File: config.mk
export PLATFORM = sky130hd
export DESIGN_NAME = charger_shutdown_sequencer_core_flat
export DESIGN_NICKNAME = d
export VERILOG_FILES = /design/src/design/csd_pkg.sv /design/src/design/csd_item_if.sv /design/src/design/csd_result_if.sv /design/src/design/csd_cfg.sv /design/src/design/csd_step.sv /design/src/design/charger_shutdown_sequencer_core.sv /design/src/flat_wrapper.sv
export SDC_FILE = /design/constraint.sdc
export NUM_CORES = 1
export LEC_CHECK = 0
export BUFFER_PORTS_ARGS = -buffer_cell sky130_fd_sc_hd__buf_2
export CAP_MARGIN = 20
export CORE_MARGIN = 4
export CORE_UTILIZATION = 37
export DETAILED_ROUTE_END_ITERATION = 10
export MAX_ROUTING_LAYER = met4
export SKIP_CTS_REPAIR_TIMING = 1
export SYNTH_ARGS = -nofsm -noshare
export SYNTH_HDL_FRONTEND = slang
export SYNTH_SLANG_ARGS = --single-unit
File: constraint.sdc
create_clock -name clk -period 11.4 [get_ports clk]
set_clock_uncertainty 0.2 [all_clocks]
set_input_delay 1.71 -clock clk [delete_from_list [all_inputs] [get_ports clk]]
set_output_delay 1.71 -clock clk [all_outputs]
set_load 0.02 [all_outputs]
File: src/design/csd_pkg.sv
`default_nettype none
package csd_pkg;

    localparam int unsigned TICK_W = 32;
    localparam int unsigned CFG_W  = 32;

    // Sequence timing in ticks, repeat limits, and current and voltage thresholds
    localparam logic [TICK_W-1:0] STOP_PERIOD  = 32'd10;
    localparam logic [5:0]        STOP_MAX     = 6'd50;
    localparam logic [TICK_W-1:0] ERR_PERIOD   = 32'd250;
    localparam logic [2:0]        ERR_MAX      = 3'd5;
    localparam logic [TICK_W-1:0] V2L_PERIOD   = 32'd100;
    localparam logic [TICK_W-1:0] CUR_WAIT     = 32'd120;
    localparam logic [TICK_W-1:0] DRAIN_WAIT   = 32'd4000;
    localparam logic [15:0]       CUR_LOW      = 16'd50;
    localparam logic [15:0]       VOLT_LOW     = 16'd600;

    // Register reset values
    localparam logic [15:0] CC_DEBOUNCE_RST = 16'd100;
    localparam logic [31:0] SLEEP_RST       = 32'd60000;
    localparam logic [11:0] VIN_THRESH_RST  = 12'd1000;
    localparam logic        V2L_EN_RST      = 1'b0;

    typedef enum logic [1:0] {
        REG_CC_DEBOUNCE = 2'd0,
        REG_SLEEP       = 2'd1,
        REG_VIN_THRESH  = 2'd2,
        REG_V2L_EN      = 2'd3
    } csd_reg_idx_t;

    typedef enum logic {
        OP_START = 1'b0,
        OP_POLL  = 1'b1
    } csd_op_t;

    typedef struct packed {
        logic [15:0] cc_debounce_ticks;
        logic [31:0] sleep_timeout_ticks;
        logic [11:0] vin_valid_threshold;
        logic        v2l_enabled;
    } csd_cfg_t;

    typedef struct packed {
        logic        op;
        logic [31:0] now_tick;
        logic [15:0] module_current;
        logic [15:0] module_voltage;
        logic        cc_connected;
        logic [11:0] vin_sample;
        logic        cem_fault_pending;
        logic [31:0] v2l_start_tick;
    } csd_item_t;

    typedef struct packed {
        logic send_stop_msg;
        logic send_error_msg;
        logic send_v2l_msg;
        logic battery_power_on;
        logic output_open;
        logic module_stop;
        logic lock_engaged;
        logic turn_off_request;
    } csd_result_t;

    typedef struct packed {
        logic [TICK_W-1:0] stop_timer;
        logic              stop_active;
        logic [5:0]        stop_count;
        logic [TICK_W-1:0] error_timer;
        logic              error_active;
        logic [2:0]        error_count;
        logic [TICK_W-1:0] v2l_timer;
        logic              v2l_active;
        logic [TICK_W-1:0] current_wait_timer;
        logic              current_wait_active;
        logic [TICK_W-1:0] drain_timer;
        logic              drain_active;
        logic [TICK_W-1:0] debounce_timer;
        logic              debounce_active;
        logic [TICK_W-1:0] sleep_timer;
        logic              sleep_active;
        logic              seq_end;
        logic              gunout;
        logic              bms;
        logic              lock;
        logic              running;
    } csd_state_t;

endpackage
`default_nettype wire

File: src/design/csd_item_if.sv
`default_nettype none
interface csd_item_if;
    import csd_pkg::*;

    logic      valid;
    logic      ready;
    csd_item_t data;

    modport source (output valid, output data, input ready);
    modport sink   (input valid, input data, output ready);
endinterface
`default_nettype wire

File: src/design/csd_result_if.sv
`default_nettype none
interface csd_result_if;
    import csd_pkg::*;

    logic        valid;
    logic        ready;
    csd_result_t data;

    modport source (output valid, output data, input ready);
    modport sink   (input valid, input data, output ready);
endinterface
`default_nettype wire

File: src/design/csd_cfg.sv
`default_nettype none
module csd_cfg (
    input  wire logic                      clk,
    input  wire logic                      rst_n,
    input  wire logic                      cfg_we,
    input  wire logic [1:0]                cfg_index,
    input  wire logic [csd_pkg::CFG_W-1:0] cfg_data,
    output csd_pkg::csd_cfg_t              cfg
);
    import csd_pkg::*;

    csd_cfg_t cfg_reg;

    always_ff @(posedge clk or negedge rst_n)
    begin
        if (!rst_n)
        begin
            cfg_reg.cc_debounce_ticks   <= CC_DEBOUNCE_RST;
            cfg_reg.sleep_timeout_ticks <= SLEEP_RST;
            cfg_reg.vin_valid_threshold <= VIN_THRESH_RST;
            cfg_reg.v2l_enabled         <= V2L_EN_RST;
        end
        else if (cfg_we)
        begin
            unique case (csd_reg_idx_t'(cfg_index))
                REG_CC_DEBOUNCE: cfg_reg.cc_debounce_ticks   <= cfg_data[15:0];
                REG_SLEEP:       cfg_reg.sleep_timeout_ticks <= cfg_data;
                REG_VIN_THRESH:  cfg_reg.vin_valid_threshold <= cfg_data[11:0];
                REG_V2L_EN:      cfg_reg.v2l_enabled         <= cfg_data[0];
                default: ;
            endcase
        end
    end

    assign cfg = cfg_reg;
endmodule
`default_nettype wire

File: src/design/csd_step.sv
`default_nettype none
module csd_step (
    input  wire csd_pkg::csd_cfg_t    cfg,
    input  wire csd_pkg::csd_state_t  st,
    input  wire csd_pkg::csd_item_t   item,
    output csd_pkg::csd_state_t       st_next,
    output csd_pkg::csd_result_t      res
);
    import csd_pkg::*;

    always_comb
    begin
        csd_state_t s;
        logic s_stop, s_err, s_v2l, o_open, m_stop, t_off;
        logic [TICK_W-1:0] now;

        s      = st;
        now    = item.now_tick;
        s_stop = 1'b0;
        s_err  = 1'b0;
        s_v2l  = 1'b0;
        o_open = 1'b0;
        m_stop = 1'b0;
        t_off  = 1'b0;

        if (item.op == OP_START)
        begin
            s.seq_end             = 1'b0;
            s.gunout              = 1'b0;
            s.bms                 = 1'b1;
            s.lock                = 1'b1;
            s.running             = 1'b1;
            m_stop                = 1'b1;
            s_stop                = 1'b1;
            s.stop_timer          = now;
            s.stop_active         = 1'b1;
            s.stop_count          = '0;
            s_err                 = 1'b1;
            s.error_timer         = now;
            s.error_active        = 1'b1;
            s.error_count         = '0;
            s.v2l_timer           = item.v2l_start_tick;
            s.v2l_active          = (item.v2l_start_tick != '0);
            s.current_wait_timer  = now;
            s.current_wait_active = 1'b1;
            s.drain_timer         = '0;
            s.drain_active        = 1'b0;
            s.debounce_timer      = '0;
            s.debounce_active     = 1'b0;
            s.sleep_timer         = '0;
            s.sleep_active        = 1'b0;
        end
        else if (st.running)
        begin
            if (st.stop_active && (now - st.stop_timer) > STOP_PERIOD)
            begin
                s_stop       = 1'b1;
                s.stop_timer = now;
                s.stop_count = st.stop_count + 6'd1;
                if (s.stop_count > STOP_MAX)
                begin
                    s.stop_active = 1'b0;
                    s.v2l_active  = 1'b0;
                end
            end
            if (st.error_active && (now - st.error_timer) > ERR_PERIOD)
            begin
                s_err         = item.cem_fault_pending;
                s.error_timer = now;
                s.error_count = st.error_count + 3'd1;
                if (s.error_count > ERR_MAX)
                begin
                    s.bms          = 1'b0;
                    s.error_active = 1'b0;
                end
            end
            // v2l_active may have just been cleared by the stop step
            if (s.v2l_active && (now - st.v2l_timer) > V2L_PERIOD && cfg.v2l_enabled)
            begin
                s_v2l       = 1'b1;
                s.v2l_timer = now;
            end
            if (st.current_wait_active &&
                (item.module_current < CUR_LOW || (now - st.current_wait_timer) > CUR_WAIT))
            begin
                o_open                = 1'b1;
                s.drain_timer         = now;
                s.drain_active        = 1'b1;
                s.current_wait_active = 1'b0;
            end
            // drain may be armed in this same poll; its elapsed time is then zero
            if (s.drain_active &&
                (item.module_voltage < VOLT_LOW || (now - s.drain_timer) > DRAIN_WAIT))
            begin
                s.seq_end      = 1'b1;
                s.drain_active = 1'b0;
            end
            if (s.seq_end && s.error_count > ERR_MAX)
            begin
                s.lock = 1'b0;
                if (st.gunout && item.vin_sample < cfg.vin_valid_threshold)
                    t_off = 1'b1;
                if (!st.sleep_active)
                begin
                    s.sleep_timer  = now;
                    s.sleep_active = 1'b1;
                end
                else if ((now - st.sleep_timer) > cfg.sleep_timeout_ticks)
                    t_off = 1'b1;
            end
            if (!item.cc_connected)
            begin
                if (!st.debounce_active)
                begin
                    s.debounce_timer  = now;
                    s.debounce_active = 1'b1;
                end
            end
            else
                s.debounce_active = 1'b0;
            if (s.debounce_active &&
                (now - s.debounce_timer) > {16'd0, cfg.cc_debounce_ticks})
            begin
                m_stop            = 1'b1;
                o_open            = 1'b1;
                s.gunout          = 1'b1;
                s.debounce_active = 1'b0;
            end
            if (t_off)
                s.running = 1'b0;
        end

        st_next                  = s;
        res.send_stop_msg        = s_stop;
        res.send_error_msg       = s_err;
        res.send_v2l_msg         = s_v2l;
        res.battery_power_on     = s.bms;
        res.output_open          = o_open;
        res.module_stop          = m_stop;
        res.lock_engaged         = s.lock;
        res.turn_off_request     = t_off;
    end
endmodule
`default_nettype wire

File: src/design/charger_shutdown_sequencer_core.sv
`default_nettype none
// An item waits in the input register; its result loads the result register once that is empty or read.
// Throughput: one item per cycle while result.ready holds no result back; the sequencer state
// updates in the same cycle as the result register loads, so the next item sees it directly.
// Reset (rst_n, async, active low): pipeline empty, sequence idle with power and lock
// off, configuration registers at their defaults.
module charger_shutdown_sequencer_core (
    input  wire logic                      clk,
    input  wire logic                      rst_n,
    csd_item_if.sink                       item,
    csd_result_if.source                   result,
    input  wire logic                      cfg_we,
    input  wire logic [1:0]                cfg_index,
    input  wire logic [csd_pkg::CFG_W-1:0] cfg_data
);
    import csd_pkg::*;

    csd_cfg_t    cfg;
    logic        in_valid_reg;
    csd_item_t   in_data_reg;
    logic        out_valid_reg;
    csd_result_t out_data_reg;
    csd_state_t  st_reg;
    csd_state_t  st_next;
    csd_result_t res;
    logic        advance;

    csd_cfg u_cfg (
        .clk       (clk),
        .rst_n     (rst_n),
        .cfg_we    (cfg_we),
        .cfg_index (cfg_index),
        .cfg_data  (cfg_data),
        .cfg       (cfg)
    );

    csd_step u_step (
        .cfg     (cfg),
        .st      (st_reg),
        .item    (in_data_reg),
        .st_next (st_next),
        .res     (res)
    );

    assign advance    = in_valid_reg && (!out_valid_reg || result.ready);
    assign item.ready = !in_valid_reg || advance;

    always_ff @(posedge clk or negedge rst_n)
    begin
        if (!rst_n)
        begin
            in_valid_reg  <= 1'b0;
            out_valid_reg <= 1'b0;
            st_reg        <= '0;
        end
        else
        begin
            if (item.ready)
                in_valid_reg <= item.valid;
            if (advance)
            begin
                out_valid_reg <= 1'b1;
                st_reg        <= st_next;
            end
            else if (result.ready)
                out_valid_reg <= 1'b0;
        end
    end

    always_ff @(posedge clk)
    begin
        if (item.ready && item.valid)
            in_data_reg <= item.data;
        if (advance)
            out_data_reg <= res;
    end

    assign result.valid = out_valid_reg;
    assign result.data  = out_data_reg;
endmodule
`default_nettype wire

File: src/flat_wrapper.sv
// flat-port wrapper written by rule: the top's interface ports become plain ports
module charger_shutdown_sequencer_core_flat import csd_pkg::*;
  (clk, rst_n, cfg_we, cfg_index, cfg_data, item_valid, item_data, item_ready, result_valid, result_data, result_ready);
  csd_item_if item_i ();
  csd_result_if result_i ();
  input  wire logic clk;
  input  wire logic rst_n;
  input  wire logic cfg_we;
  input  wire logic [1:0] cfg_index;
  input  wire logic [csd_pkg::CFG_W-1:0] cfg_data;
  input wire logic [$bits(item_i.valid)-1:0] item_valid;
  input wire logic [$bits(item_i.data)-1:0] item_data;
  output wire logic [$bits(item_i.ready)-1:0] item_ready;
  output wire logic [$bits(result_i.valid)-1:0] result_valid;
  output wire logic [$bits(result_i.data)-1:0] result_data;
  input wire logic [$bits(result_i.ready)-1:0] result_ready;
  assign item_i.valid = item_valid;
  assign item_i.data = item_data;
  assign item_ready = item_i.ready;
  assign result_valid = result_i.valid;
  assign result_data = result_i.data;
  assign result_i.ready = result_ready;
  charger_shutdown_sequencer_core u_core (.clk(clk), .rst_n(rst_n), .item(item_i), .result(result_i), .cfg_we(cfg_we), .cfg_index(cfg_index), .cfg_data(cfg_data));
endmodule
* Word level (Yosys, flattened, before mapping)
Cells that the tools add are included.
Operators by class: div/mod/pow operators 0, eq/ne operators 13, multiply operators 0, reduce and logical (&&, ||, !) cells 36, multiplexer cells 54, shift operators 0, magnitude comparators 13, bitwise operators 1, add/subtract/negate cells 9
Operators by type and width (number):
- subtractor 32 bit | 7
- two-way mux 108 bit | 2
- two-way mux 105 bit | 2
- two-way mux 32 bit | 4
- two-way mux 36 bit | 3
- two-way mux 34 bit | 3
- two-way mux 33 bit | 3
- greater-than comparator 32 x 7 -> 1 bit (second input constant) | 2
- two-way mux 39 bit | 1
- two-way mux 1 bit | 36
- greater-than comparator 32 x 12 -> 1 bit (second input constant) | 1
- greater-than comparator 32 x 16 -> 1 bit | 1
- greater-than comparator 32 bit | 1
- greater-than comparator 32 x 4 -> 1 bit (second input constant) | 1
- greater-than comparator 32 x 8 -> 1 bit (second input constant) | 1
- nonzero test 32 bit | 1
- != test 2 bit (second input constant) | 10
- AND reduction 3 bit | 6
- less-than comparator 16 x 10 -> 1 bit (second input constant) | 1
- less-than comparator 16 x 6 -> 1 bit (second input constant) | 1
- AND reduction 2 bit | 7
- less-than comparator 12 bit | 1
- AND reduction 4 bit | 3
- logical AND 1 bit | 11
- 11 further kinds | 17
Storage, ports and cells: bits in read-only memories 0, memories 0, output and inout port bits 10, input port bits 150, logic and storage cells 169, flip-flop bits (word level) 427, bits in writable memories 0, latch bits 0

* Longest topological paths before layout
depth after elaboration 21, gate-level depth with buffers 33, gate-level depth less buffers 29

* By module
A second synthesis with hierarchy kept.
Second synthesis, totals: cell total of the unflattened synthesis 3746, area total of the unflattened synthesis 35704.2 um^2
By module, submodules not included:
- csd_step | seq. area each 0.0 um^2, instances 1, area an instance 19437.4 um^2, cells an instance 2971
- charger_shutdown_sequencer_core | seq. area each 9754.4 um^2, instances 1, area an instance 13955.9 um^2, cells an instance 644
- csd_cfg | seq. area each 1546.5 um^2, instances 1, area an instance 2311.0 um^2, cells an instance 131

* Worst setup path before layout
OpenSTA, ideal clock, no wires.
kind reg-to-reg, from register u_core.in_data_reg[78] in the netlist's numbering, to register u_core.st_reg[36] in the netlist's numbering, setup slack 3.008 ns, path buffers 4, period minus slack after synthesis 8.392 ns, setup time 0.149 ns, cell stages (with the launch flop) 33, data arrival time 8.043 ns, data required time 11.051 ns, cell sequence edfxtp_1 -> inv_1 -> ha_1 -> inv_1 -> fa_1 -> a211oi_1 -> o21ai_0 -> a21o_1 -> a311oi_1 -> o21ai_0 -> xor2_1 -> nor4_1 -> nand4_1 -> o41a_1 -> buf_1 -> buf_1 -> mux2i_1 -> ha_1 -> a211o_1 -> a21oi_1 -> and2_1 -> o21bai_1 -> or4_4 -> a221oi_2 -> a41oi_1 -> or4_1 -> or4_1 -> o41a_1 -> o221ai_4 -> or2_1 -> buf_4 -> buf_6 -> o221ai_1
On the way: word-level cells in the longest chain between the ends 17, elaborated cells between the ends (all ways) 24, those cells by class add/sub (3); order compare (4); eq/ne (1); mux (9); reduce/logical (7)
RTL lines:
- from (decl) | RTL line charger_shutdown_sequencer_core.sv:20 | csd_item_t in_data_reg;
- from (signal assigned) | RTL line charger_shutdown_sequencer_core.sv:73 | in_data_reg <= item.data;
- subtractor 32 bit | RTL line csd_step.sv:84 | (item.module_current < CUR_LOW || (now - st.current_wait_timer) > CUR_WAIT))
- greater-than comparator 32 x 7 -> 1 bit | RTL line csd_step.sv:84
- logical OR 1 bit | RTL line csd_step.sv:84
- logical AND 1 bit | RTL line csd_step.sv:83 | if (st.current_wait_active &&
- two-way mux 34 bit | RTL line csd_step.sv:83
- two-way mux 34 bit | RTL line csd_step.sv:53 | else if (st.running)
- two-way mux 34 bit | RTL line csd_step.sv:26 | if (item.op == OP_START)
- subtractor 32 bit | RTL line csd_step.sv:93 | (item.module_voltage < VOLT_LOW || (now - s.drain_timer) > DRAIN_WAIT))
- greater-than comparator 32 x 12 -> 1 bit | RTL line csd_step.sv:93
- logical OR 1 bit | RTL line csd_step.sv:93
- logical AND 1 bit | RTL line csd_step.sv:92 | if (s.drain_active &&
- two-way mux 1 bit | RTL line csd_step.sv:92
- two-way mux 1 bit | RTL line csd_step.sv:53
- two-way mux 1 bit | RTL line csd_step.sv:26
- logical AND 1 bit (*) | RTL line csd_step.sv:98 | if (s.seq_end && s.error_count > ERR_MAX)
- != test 2 bit (no source line) (*)
- AND reduction 4 bit (no source line) (*)
- to (signal assigned) | RTL line charger_shutdown_sequencer_core.sv:63 | st_reg <= st_next;
- to (decl) | RTL line charger_shutdown_sequencer_core.sv:23 | csd_state_t st_reg;
Every way passes the cells marked *; elsewhere a longest branch is shown, timed or not. The select of a mux whose other input is x is not followed. A chain may end at the register's enable or synchronous reset.

* Worst setup path in the final report
Ends and elaborated chain as after synthesis.

==> flow_summary.toml <==
[die]
core_area_mm2 = 0.08107
die_w_um = 295.0
rows = 104
dieArea_mm2 = 0.08700
dieHeight_um = 295.0
start_util = 0.3758
ioPinCount = 160

[sta]
period_minus_slack_ps = 9873
finalSetupViolCount = 0
max_freq_mhz = 101.3
maxSlewViolCount = 0
tightest_slew_ps = 1167
fin_crit_sh = 0.8660
slew_headroom = 0.2146
hold_viol = 0
finalSetupTns_ps = 0
rsz0062_at_grt = "false"

[grt]
grt_pass1_wl_um = 142600
grt-ovfl-total = 0
grtUsageTotal = 0.2124
antenna_found_initial = 4
grt_max_degree = 150
grt_pass1_vias = 25079

[critical_path]
cp_slowest_cell = "o41a_2"
cp_max_fo = 31
crit_arrival_ps = 10130
end_kind = "flip-flop"
max_stage_delay_ps = 710
crit_type = "flip-flop to flip-flop"
cp_data_required_time_ps = 11660
critPathLaunchType = "flip-flop"

[cells_and_area]
drive_gt1_frac = 0.1178
seq_area_mm2 = 0.01118
multi_input_area_mm2 = 0.01768
largest_reg_flops = 245
fillCellCount = 7994
nets = 3943
area_delta_synth_final_pct = 12.48

[clocking]
cts_made_buffers = 50
htreeDepth = 2
cts_tree = "built"
clkTransAtPathRegs_ps = 60
clk-insertion-delay-late_ps = 620
clkSinkCount = 423
root_buffer = "clkbuf_16"
clockBufferDepth = 3

[hold_path]
hold_path.class = "flip-flop to flip-flop"

[routing]
wl_um = 92010
route.detailed.drc = 0
vias_per_cell = 5.679
drt_pass1_iterations = 5
drt-initial-drc-count = 1867
num_vias = 26180
ant_nets = 0
avgRoutedWirePerCell_um = 19.96

[yosys]
syn_avg_cell_area_um2 = 9.052
syn_area_mm2 = 0.03047
synth_cell_type_count = 94
synth_ff_type = "dfrtp_1"
synth_seq_cells = 423
ys_warn_count = 0
synthCells = 3366
synth_edf_count = 115
synth-seq-area-share = 0.3670
syn_nets = 3803
synth-async-reset-ratio = 0.7281

[placement]
numPortBuffers = 155
dp_hpwl_um = 64180
place_congestion = 0.9543

[power_and_ir_drop]
p_clk_frac = 0.256
p_total_mw = 6.387
swShare = 0.3903
seqPwrFrac = 0.308
combPwrFrac = 0.436
power.leakage_nw = 14.96
p_switching_mw = 2.493
vdd_drop_max_v = 0.0001320
internal_power_mw = 3.894
power_density_mw_per_mm2 = 186.4

[job]
cap_violations = 0

[run_status]
status = "complete, no violations"
## final timing paths
path,start,endpoint,slack [ps],depth (start not counted)
min in group asynchronous,rst_n,u_core.u_cfg.cfg[38]$_DFFE_PN0P_,950,1
min,u_core.st_reg[65]$_DFFE_PN0P_,u_core.st_reg[65]$_DFFE_PN0P_,280,2
min reg2reg,u_core.st_reg[65]$_DFFE_PN0P_,u_core.st_reg[65]$_DFFE_PN0P_,280,2
max reg2reg,u_core.in_data_reg[78]$_DFFE_PP_,u_core.st_reg[36]$_DFFE_PN0P_,1530,30
max,u_core.in_data_reg[78]$_DFFE_PP_,u_core.st_reg[36]$_DFFE_PN0P_,1530,30
max in group asynchronous,rst_n,u_core.st_reg[76]$_DFFE_PN0P_,7870,3
## stage by stage
stage / hold WS (ps) / setup WS [ps] / utilization / instance area (µm²) / instances
6_report: 278.9 / 1527 / 0.4228 / 34270 / 4610
5_1_grt: 298.4 / 1082 / 0.4228 / 34270 / 4610
4_1_cts: 282.9 / 1635 / 0.4227 / 34270 / 4608
3_5_place_dp: 268.7 / 1678 / 0.4021 / 32600 / 4514
3_3_place_gp: 260.3 / 1714 / 0.4021 / 32600 / 4514
2_1_floorplan: 245.4 / 3008 / - / 30470 / 3366
## layout make-up
class | instances | area share
well taps | 1060 | 0.03870
multi-input cells | 2507 | 0.5159
inverters | 309 | 0.03384
diodes | 2 | 0.0001460
clock inverters | 26 | 0.007594
clock buffers | 68 | 0.04118
flip-flops and latches | 423 | 0.3262
repair buffers | 215 | 0.03644
## critical path: cells and delay by family, from the launching register on
kind	cells	cell delay (ps)
XOR/XNOR	1	170
multiplexers	1	160
buffers and inverters	4	880
AND/OR/NAND/NOR	7	2650
AO/OA/AOI/OAI	14	4210
flip-flops	1	480
adder cells (fa/ha/maj)	3	930
## power by group through the flow
stage / Combinational, mW / Sequential, mW / Clock (mW)
floorplan: 2.09 / 1.96 / 0
global placement: 2.72 / 1.98 / 0
detailed placement: 2.74 / 1.99 / 0
CTS: 2.76 / 1.96 / 1.68
global route: 3.11 / 1.99 / 1.74
finish: 2.78 / 1.97 / 1.64
## layer usage
metal / up-vias / wire length, µm / GRT usage
li1: 12713 / - / -
met1: 12647 / 43490 / 0.2934
met2: 721 / 41330 / 0.3338
met3: 99 / 5142 / 0.02569
met4: 0 / 2044 / 0.05250
met5: - / 0 / -
## synthesized netlist by cell type (20+ instances only)
library cell	n	area, µm²
nor3_1	43	215.2
a2111oi_0	20	175.2
clkbuf_1	103	386.6
nand3_1	40	200.2
nor2_1	160	600.6
nand4_1	77	481.7
a32o_1	32	320.3
nand2_1	320	1201
a21o_1	100	750.7
mux2_2	51	574.3
xor2_1	42	367.9
a211oi_1	32	240.2
o21bai_1	34	255.2
o31ai_1	36	270.3
ha_1	280	3503
inv_1	307	1152
a31oi_1	58	362.9
xnor2_1	73	639.4
a21oi_1	193	965.9
nand2b_1	46	287.8
and3_1	32	200.2
mux2i_1	81	810.8
o211ai_1	22	165.2
o22ai_1	43	269.0
nor4_1	22	137.6
or3_1	21	131.4
o21ai_0	295	1476
o21a_1	36	270.3
dfrtp_1	292	7307
edfxtp_1	115	3453
nor2b_1	37	231.5
## kinds of logic (layout without fill, tap and decap cells)
kind of cell	after synthesis	in the layout	share of synthesized area
compound gates	1066	1066	0.2305
flops	423	423	0.3670
mux	136	136	0.04694
fa+ha+maj	287	287	0.1196
other cells	0	2	0
buf+inv	436	618	0.05523
xor+xnor	115	115	0.03306
simple gates	903	903	0.1478
## cell usage in the layout, fill, tap and decap left out, types with 16 or more instances in the layout
| master | n |
|---|---|
| nor3_1 | 42 |
| dfrtp_1 | 292 |
| xnor2_1 | 73 |
| nand3_1 | 39 |
| nand2_1 | 319 |
| mux2_2 | 51 |
| clkbuf_16 | 52 |
| inv_1 | 307 |
| o31ai_1 | 36 |
| nor2b_1 | 37 |
| ha_1 | 280 |
| a21o_1 | 100 |
| o21a_1 | 36 |
| buf_4 | 59 |
| a32o_1 | 32 |
| a21oi_1 | 190 |
| nand2b_1 | 46 |
| o211ai_1 | 22 |
| buf_2 | 154 |
| o21ai_0 | 295 |
| edfxtp_1 | 115 |
| a31oi_1 | 58 |
| a211oi_1 | 32 |
| nor2_1 | 158 |
| a2111oi_0 | 20 |
| o21bai_1 | 34 |
| or2_2 | 16 |
| or3_1 | 21 |
| nand4_1 | 77 |
| and3_1 | 32 |
| o22ai_1 | 43 |
| xor2_1 | 42 |
| dfstp_2 | 16 |
| mux2i_1 | 81 |
| nor4_1 | 22 |
(Power assumes the default switching activity.)
